===== src/rtl/pre_pkg.sv =====
// Package: payload structs, codes and controller/datapath handshake types.
`default_nettype none

package pre_pkg;

    // Input command codes
    localparam logic CMD_CHAR = 1'b0;
    localparam logic CMD_EOF  = 1'b1;

    // Result kind codes
    localparam logic [1:0] KIND_HEADER  = 2'd0;
    localparam logic [1:0] KIND_CHAR    = 2'd1;
    localparam logic [1:0] KIND_NEWLINE = 2'd2;

    // Printable range limits
    localparam logic [20:0] RUNE_SPACE = 21'h000020;
    localparam logic [20:0] RUNE_DEL   = 21'h00007F;
    localparam logic [20:0] RUNE_NBSP  = 21'h0000A0;
    localparam logic [20:0] RUNE_ERROR = 21'h00FFFD;

    localparam int          SPAN_BITS  = 6;
    localparam logic [5:0]  SPAN_RESET = 6'd6;

    typedef struct packed {
        logic        cmd;
        logic [20:0] rune_value;
        logic [2:0]  rune_bytes;
    } pre_in_t;

    typedef struct packed {
        logic [1:0]  kind;
        logic [39:0] offset;
        logic [20:0] out_rune;
        logic        last;
    } pre_out_t;

    // Commands from controller to datapath
    typedef struct packed {
        logic accept;
        logic mem_rd;
        logic emit_char;
    } pre_cmd_t;

    // Status from datapath to controller
    typedef struct packed {
        logic out_free;
        logic burst_start;
        logic burst_done;
    } pre_stat_t;

endpackage

`default_nettype wire


===== src/rtl/printable_run_extractor_core.sv =====
// Top level: printable run extractor, controller plus datapath.
//
//  Channel   Signals                          Direction  Contents
//  in        in_valid / in_ready / in_data    sink       pre_in_t: cmd, rune_value, rune_bytes
//  out       out_valid / out_ready / out_data source     pre_out_t: kind, offset, out_rune, last
//  cfg       cfg_we / cfg_wdata               sink       min_span
//
// An input transaction that yields at most one result is handled without
// leaving the idle state; the result sits in the output register and the next
// transaction is taken while it waits, provided the consumer frees the register
// in the same cycle. A run that reaches min_span emits its header, then for each
// of N buffered characters a read of the single-port run buffer and a load of
// the output register. Output stalls hold the burst in place.
// Reset clears run count, pass-through flag, byte offset and sets min_span
// to 6; the run buffer needs no clearing since only entries of the current
// run are read.
`default_nettype none

module printable_run_extractor_core #(
    parameter int MAX_SPAN    = 32,
    parameter int OFFSET_BITS = 40
) (
    input  wire                clk,
    input  wire                rst_n,
    input  wire                cfg_we,
    input  wire [5:0]          cfg_wdata,
    input  wire                in_valid,
    output logic               in_ready,
    input  pre_pkg::pre_in_t   in_data,
    output logic               out_valid,
    input  wire                out_ready,
    output pre_pkg::pre_out_t  out_data
);

    // Command and status between sequencer and datapath
    pre_pkg::pre_cmd_t  cmd;
    pre_pkg::pre_stat_t stat;

    // Sequence acceptance and the header-plus-buffer burst
    pre_ctrl u_ctrl (
        .clk      (clk),
        .rst_n    (rst_n),
        .in_valid (in_valid),
        .in_ready (in_ready),
        .stat     (stat),
        .cmd      (cmd)
    );

    // Hold run state, buffer characters, drive the output register
    pre_datapath #(
        .MAX_SPAN    (MAX_SPAN),
        .OFFSET_BITS (OFFSET_BITS)
    ) u_datapath (
        .clk       (clk),
        .rst_n     (rst_n),
        .cfg_we    (cfg_we),
        .cfg_wdata (cfg_wdata),
        .in_data   (in_data),
        .cmd       (cmd),
        .stat      (stat),
        .out_valid (out_valid),
        .out_ready (out_ready),
        .out_data  (out_data)
    );

endmodule

`default_nettype wire


===== src/rtl/pre_datapath.sv =====
// Datapath: run state, character buffer, byte offset and output register.
`default_nettype none

module pre_datapath #(
    parameter int MAX_SPAN    = 32,
    parameter int OFFSET_BITS = 40
) (
    input  wire                   clk,
    input  wire                   rst_n,
    input  wire                   cfg_we,
    input  wire [5:0]             cfg_wdata,
    input  pre_pkg::pre_in_t      in_data,
    input  pre_pkg::pre_cmd_t     cmd,
    output pre_pkg::pre_stat_t    stat,
    output logic                  out_valid,
    input  wire                   out_ready,
    output pre_pkg::pre_out_t     out_data
);

    localparam int CW = $clog2(MAX_SPAN + 1);
    localparam int AW = (MAX_SPAN > 1) ? $clog2(MAX_SPAN) : 1;

    logic [20:0]            buf_mem [MAX_SPAN];
    logic [20:0]            rd_data_reg;

    logic [5:0]             min_span_reg;
    logic [CW-1:0]          count_reg,    count_next;
    logic [CW-1:0]          total_reg,    total_next;
    logic [CW-1:0]          ptr_reg,      ptr_next;
    logic                   passing_reg,  passing_next;
    logic [OFFSET_BITS-1:0] byte_off_reg, byte_off_next;
    logic                   out_valid_reg, out_valid_next;
    pre_pkg::pre_out_t      out_data_reg,  out_data_next;

    logic                   is_eof;
    logic                   printable;
    logic [OFFSET_BITS-1:0] off_sum;
    logic [OFFSET_BITS-1:0] hdr_off;
    logic [5:0]             span_eff;
    logic [CW-1:0]          cnt_inc;
    logic                   hit;
    logic                   buf_wr;
    logic                   out_load;

    always_comb
    begin
        is_eof    = (in_data.cmd == pre_pkg::CMD_EOF);
        printable = (in_data.rune_value != pre_pkg::RUNE_ERROR) &&
                    (((in_data.rune_value >= pre_pkg::RUNE_SPACE) &&
                      (in_data.rune_value <  pre_pkg::RUNE_DEL)) ||
                     (in_data.rune_value > pre_pkg::RUNE_NBSP));
        off_sum   = byte_off_reg + OFFSET_BITS'(in_data.rune_bytes);
        if (min_span_reg == 6'd0)
            span_eff = 6'd1;
        else if (min_span_reg > 6'(MAX_SPAN))
            span_eff = 6'(MAX_SPAN);
        else
            span_eff = min_span_reg;
        hdr_off   = off_sum - OFFSET_BITS'(span_eff);
        cnt_inc   = count_reg + CW'(1);
        hit       = (6'(cnt_inc) >= span_eff);
        buf_wr    = cmd.accept && !is_eof && printable && !passing_reg;
    end

    assign stat.out_free    = !out_valid_reg || out_ready;
    assign stat.burst_start = !is_eof && printable && !passing_reg && hit;
    assign stat.burst_done  = (ptr_reg == total_reg - CW'(1));

    always_comb
    begin
        count_next    = count_reg;
        total_next    = total_reg;
        ptr_next      = ptr_reg;
        passing_next  = passing_reg;
        byte_off_next = byte_off_reg;
        out_load      = 1'b0;
        out_data_next = out_data_reg;

        if (cmd.accept)
        begin
            out_data_next.offset   = '0;
            out_data_next.out_rune = '0;
            out_data_next.last     = 1'b1;
            out_data_next.kind     = pre_pkg::KIND_NEWLINE;
            if (is_eof)
            begin
                out_load      = passing_reg;
                byte_off_next = '0;
                count_next    = '0;
                passing_next  = 1'b0;
            end
            else
            begin
                byte_off_next = off_sum;
                if (!printable)
                begin
                    out_load     = passing_reg;
                    passing_next = 1'b0;
                    count_next   = '0;
                end
                else if (passing_reg)
                begin
                    out_load               = 1'b1;
                    out_data_next.kind     = pre_pkg::KIND_CHAR;
                    out_data_next.out_rune = in_data.rune_value;
                end
                else if (hit)
                begin
                    // Run complete: header now, buffered characters follow
                    out_load             = 1'b1;
                    out_data_next.kind   = pre_pkg::KIND_HEADER;
                    out_data_next.offset = 40'(hdr_off);
                    out_data_next.last   = 1'b0;
                    count_next           = '0;
                    passing_next         = 1'b1;
                    total_next           = cnt_inc;
                    ptr_next             = '0;
                end
                else
                begin
                    count_next = cnt_inc;
                end
            end
        end
        else if (cmd.emit_char)
        begin
            out_load               = 1'b1;
            out_data_next.kind     = pre_pkg::KIND_CHAR;
            out_data_next.offset   = '0;
            out_data_next.out_rune = rd_data_reg;
            out_data_next.last     = stat.burst_done;
            ptr_next               = ptr_reg + CW'(1);
        end

        if (out_load)
            out_valid_next = 1'b1;
        else if (out_ready)
            out_valid_next = 1'b0;
        else
            out_valid_next = out_valid_reg;
    end

    always_ff @(posedge clk)
    begin
        if (buf_wr)
            buf_mem[count_reg[AW-1:0]] <= in_data.rune_value;
        if (cmd.mem_rd)
            rd_data_reg <= buf_mem[ptr_reg[AW-1:0]];
        if (out_load)
            out_data_reg <= out_data_next;
    end

    always_ff @(posedge clk or negedge rst_n)
    begin
        if (!rst_n)
        begin
            min_span_reg  <= pre_pkg::SPAN_RESET;
            count_reg     <= '0;
            total_reg     <= '0;
            ptr_reg       <= '0;
            passing_reg   <= 1'b0;
            byte_off_reg  <= '0;
            out_valid_reg <= 1'b0;
        end
        else
        begin
            if (cfg_we)
                min_span_reg <= cfg_wdata;
            count_reg     <= count_next;
            total_reg     <= total_next;
            ptr_reg       <= ptr_next;
            passing_reg   <= passing_next;
            byte_off_reg  <= byte_off_next;
            out_valid_reg <= out_valid_next;
        end
    end

    assign out_valid = out_valid_reg;
    assign out_data  = out_data_reg;

`ifndef SYNTHESIS
    a_count_bound: assert property (@(posedge clk) disable iff (!rst_n)
        count_reg < CW'(MAX_SPAN))
        else $error("run count reached buffer capacity");
    a_emit_in_burst: assert property (@(posedge clk) disable iff (!rst_n)
        cmd.emit_char |-> (ptr_reg < total_reg))
        else $error("buffer read past end of run");
    a_no_write_passing: assert property (@(posedge clk) disable iff (!rst_n)
        buf_wr |-> !passing_reg)
        else $error("buffer written while passing through");
`endif

endmodule

`default_nettype wire


===== src/rtl/pre_ctrl.sv =====
// Controller: sequences input acceptance and the buffered-character burst.
`default_nettype none

module pre_ctrl (
    input  wire                  clk,
    input  wire                  rst_n,
    input  wire                  in_valid,
    output logic                 in_ready,
    input  pre_pkg::pre_stat_t   stat,
    output pre_pkg::pre_cmd_t    cmd
);

    typedef enum logic [1:0] {
        ST_IDLE,
        ST_READ,
        ST_EMIT
    } state_t;

    state_t state_reg, state_next;

    always_comb
    begin
        state_next    = state_reg;
        in_ready      = 1'b0;
        cmd.accept    = 1'b0;
        cmd.mem_rd    = 1'b0;
        cmd.emit_char = 1'b0;
        unique case (state_reg)
            ST_IDLE:
            begin
                in_ready   = stat.out_free;
                cmd.accept = in_valid && stat.out_free;
                if (cmd.accept && stat.burst_start)
                    state_next = ST_READ;
            end
            ST_READ:
            begin
                cmd.mem_rd = 1'b1;
                state_next = ST_EMIT;
            end
            ST_EMIT:
            begin
                if (stat.out_free)
                begin
                    cmd.emit_char = 1'b1;
                    state_next    = stat.burst_done ? ST_IDLE : ST_READ;
                end
            end
            default:
            begin
                state_next = ST_IDLE;
            end
        endcase
    end

    always_ff @(posedge clk or negedge rst_n)
    begin
        if (!rst_n)
            state_reg <= ST_IDLE;
        else
            state_reg <= state_next;
    end

`ifndef SYNTHESIS
    a_emit_needs_slot: assert property (@(posedge clk) disable iff (!rst_n)
        cmd.emit_char |-> stat.out_free)
        else $error("character emitted into a full output register");
    a_burst_starts: assert property (@(posedge clk) disable iff (!rst_n)
        (cmd.accept && stat.burst_start) |=> (state_reg == ST_READ))
        else $error("run completion did not start the burst");
    a_read_then_emit: assert property (@(posedge clk) disable iff (!rst_n)
        (state_reg == ST_READ) |=> (state_reg == ST_EMIT))
        else $error("buffer read not followed by emit");
`endif

endmodule

`default_nettype wire

===== config.mk =====
export PLATFORM = sky130hd
export DESIGN_NAME = printable_run_extractor_core
export DESIGN_NICKNAME = d
export VERILOG_FILES = /design/src/rtl/pre_pkg.sv /design/src/rtl/printable_run_extractor_core.sv /design/src/rtl/pre_datapath.sv /design/src/rtl/pre_ctrl.sv
export SDC_FILE = /design/constraint.sdc
export NUM_CORES = 1
export LEC_CHECK = 0
export BUFFER_PORTS_ARGS = -buffer_cell sky130_fd_sc_hd__clkbuf_2
export CAP_MARGIN = 0
export CORE_UTILIZATION = 60
export CTS_BUF_LIST = sky130_fd_sc_hd__clkbuf_2
export CTS_CLUSTER_SIZE = 40
export DETAILED_ROUTE_END_ITERATION = 7
export PLACE_DENSITY = 0.74
export SYNTH_ARGS = -nofsm -noshare
export SYNTH_HDL_FRONTEND = slang
export SYNTH_SLANG_ARGS = --single-unit

===== constraint.sdc =====
create_clock -name clk -period 9.8 [get_ports clk]
set_input_delay 0.98 -clock clk [delete_from_list [all_inputs] [get_ports clk]]
set_output_delay 0.98 -clock clk [all_outputs]
set_load 0.1 [all_outputs]

==> results.yml <==
global_routing:
  antenna_found_initial: 2
  grt_max_degree: 69
  grt.overflow.total: 0
  grt_pass1_vias: 19391
  grt_usage_pct: 29.4
  grt_pass1_wl_microns: 120000
power_and_ir_drop:
  seq_power_share_pct: 45.1
  clkPwrFrac_pct: 22.7
  p_switching_mw: 3.57
  peakVddDrop_uv: 516
  p_int_mw: 6.13
  cellPowerDensity_nw_per_um2: 257
  p_sw_share_pct: 36.8
  p_leak_nw: 12.9
  combPwrFrac_pct: 32.1
min_path:
  hp-start: "in_data[18]"
  min_path_cells: 1
  hold_path.class: "in -> reg"
worst_setup_path:
  setup.worst_path.start_class: "flop"
  cp.depth: 13
  crit_top_cell: "nor2_1"
  cp-endpoint: "u_datapath.out_data[56]"
  required_ps: 10930
  path_buf_inv: 0
  r2r_cells: 13
  critPathMaxStageDelay_ps: 780
  cp-startpoint: "u_datapath.byte_off_reg[2]"
  cp-end-kind: "flop"
  arrival_ps: 5680
  cp_cell_sequence: "ha_1 -> and3_1 -> nor2_1 -> nor2_1 -> xor2_1 -> ha_1 -> a21oi_1 -> o21ai_0 -> nor2_1 -> nand3_1 -> nor3_1 -> and4_1 -> nor3_1"
  path_max_fanout: 11
  critPathKind: "reg -> reg"
  rrSetupSlack_ps: 5250
  critPathTopFamily: "simple AND/OR/NAND/NOR gates"
  reg2reg_to: "u_datapath.out_data[56]"
  cpMaxStageDelayCell: "nor3_1"
  r2r_start: "u_datapath.byte_off_reg[2]"
synthesis:
  synthDistinctLibCells: 65
  ys_seq_area_share_pct: 71.6
  yosys-top-cells-count: "edfxtp_1 (757), mux4_2 (210), nor2_1 (104)"
  synthCells: 1855
  yosysMostFrequentCell: "edfxtp_1"
  yosysTopAreaCellShare_pct: 66.6
  synthArstFlopShare_pct: 8.24
  synth-main-ff-cell: "edfxtp_1"
  synth_area_sq_um: 34100
  syn_nets: 1914
  postSynthAreaPerCell_sq_um: 18.4
  synth_edf_count: 757
  ys_ff_latch: 825
  synth.largest_area_cell: "edfxtp_1"
  synthTopCellsByArea: "edfxtp_1 (67%), mux4_2 (14%), dfrtp_1 (4.8%)"
  yosys_warnings: 0
route:
  ant_nets: 0
  vias_per_cell: 6.34
  drt_iter0_drc: 2055
  wirelength_microns: 81200
  vias: 19245
  first_pass_iters: 7
  detail_route.wl_per_cell_microns: 26.7
  drc_errors: 0
sta:
  whs_ps: 203
  clock-skew-final_ps: 111
  min_period_ps: 4550
  finalSetupTns_ps: 0
  period_share_pct: 46.4
  finalSetupViolCount: 0
  slew_headroom_pct: 21.6
  rsz0062_at_grt: "false"
  hold_viol_final: 0
  worst_pin_slew_ps: 1170
  slew_violations: 0
  max_freq_mhz: 220
place:
  gp_congestion: 0.900
  numPortBuffers: 101
  dp_hpwl_microns: 46600
clocking:
  cts_tree: "built"
  htreeDepth: 4
  cts_buffer_depth: 3
  post_cts_resized: 0
  ctsHoldBuffers: 23
  path_clk_slew_ps: 110
  cts.sinks: 825
  cts_buffers: 196
  cts_root_buf: "clkbuf_2"
  cts_setup_buffers: 0
  clkLatencyLatePin_ps: 1450
final_layout:
  drive_gt1_share_pct: 33.2
  ff_latch_area_sq_um: 24400
  multi_input_area_sq_um: 9240
  area_growth_pct: 10.5
  nFillCells: 3848
  num-nets-final: 2185
  largest_reg_flops: 672
die:
  core.rowCount: 87
  coreArea_sq_um: 56300
  die_y_microns: 240
  dieArea_sq_um: 57800
  initial_utilization_pct: 60.6
  chipWidth_microns: 240
  ios: 102
outcome:
  outcome: "complete, no violations"
flow_run:
  maxCapViolCount: 0
[power by group through the flow]
stage,registers (mW),logic (mW),clock network (mW)
final,4.38,3.12,2.21
after global routing,4.41,3.28,2.43
after CTS,4.38,3.14,2.27
after detailed placement,4.46,3.12,0
after global placement,4.46,3.09,0
after floorplan,5.10,1.74,0
[metrics by stage]
| step | utilization [%] | instances | setup WS [ps] | cell area, sq um | power (mW) |
|---|---|---|---|---|---|
| floorplan | - | 1855 | 657 | 34100 | 6.84 |
| global placement | 63.4 | 2661 | 4730 | 35700 | 7.55 |
| detailed placement | 63.4 | 2661 | 4670 | 35700 | 7.58 |
| CTS | 67.0 | 3031 | 5390 | 37700 | 9.79 |
| global route | 67.0 | 3036 | 4950 | 37700 | 10.1 |
| finish | 67.0 | 3036 | 5250 | 37700 | 9.70 |
[logic make-up after synthesis]
logic type	synth area share, %
AND/OR/NAND/NOR	5.52
AO/OA/AOI/OAI	3.65
flip-flops	71.6
XOR/XNOR	1.64
multiplexers	15.1
adder cells (fa/ha/maj)	0.887
buffers and inverters	1.60
[worst register-to-register path, cell delays in order, from the launching register on]
cell and delay [ps]:
dfrtp_1 410, ha_1 360, and3_1 240, nor2_1 430
nor2_1 130, xor2_1 180, ha_1 350, a21oi_1 170
o21ai_0 210, nor2_1 280, nand3_1 400, nor3_1 790
and4_1 300, nor3_1 50
[layout make-up]
class	count	area share, %
Timing Repair Buffer	180	3.07
Clock buffer	285	3.78
Clock inverter	62	0.959
Tap cell	756	2.51
Antenna cell	5	0.0332
Sequential cell	825	64.8
Multi-Input combinational cell	892	24.5
Inverter	31	0.309
[routing by layer]
metal	GRT usage (%)	vias to the layer above	routed length, microns
met5	0	-	0
met4	13.3	0	2450
met3	6.95	138	7320
met2	46.1	1084	40000
met1	39.5	9816	31400
li1	-	8207	-
[cell usage in the layout (no fill, tap or decap), types with 6 or more instances in the layout]
cell type      netlist  routed
o21ai_0             54      54
a31oi_1              7       7
nor2b_1             10       9
nor2_1             104      72
inv_1               31      31
a21o_1              13      13
xor2_1              30      30
clkinv_2             0       6
and4_1               8       8
nand4_1             16      16
mux4_2             210     210
nor3_1              38      37
ha_1                21      21
dfrtp_1             66      62
and2_1               6       6
buf_4                1      56
nor2_2               0      32
dlygate4sd3_1        0      23
a21oi_1             26      26
nor4_1              29      29
xnor2_1             34      34
and3_1              12      12
or4_1                7       7
mux2_2              28      28
edfxtp_1           757     757
o21a_1               9       9
o31ai_1             13      12
clkinv_1             0      42
or3_1                8       8
nand2_1             74      73
nand3_1             31      31
mux2i_1             10      10
clkbuf_2             1     385
a22o_1              27      27
[how the worst min path moves through the flow]
stage | to
floorplan | u_datapath.byte_off_reg[0]
global placement | u_datapath.byte_off_reg[0]
detailed placement | u_datapath.byte_off_reg[0]
CTS | u_datapath.buf_mem[14][3]
global route | u_datapath.byte_off_reg[1]
finish | u_datapath.buf_mem[4][15]
Power figures use the tool's default switching activity.
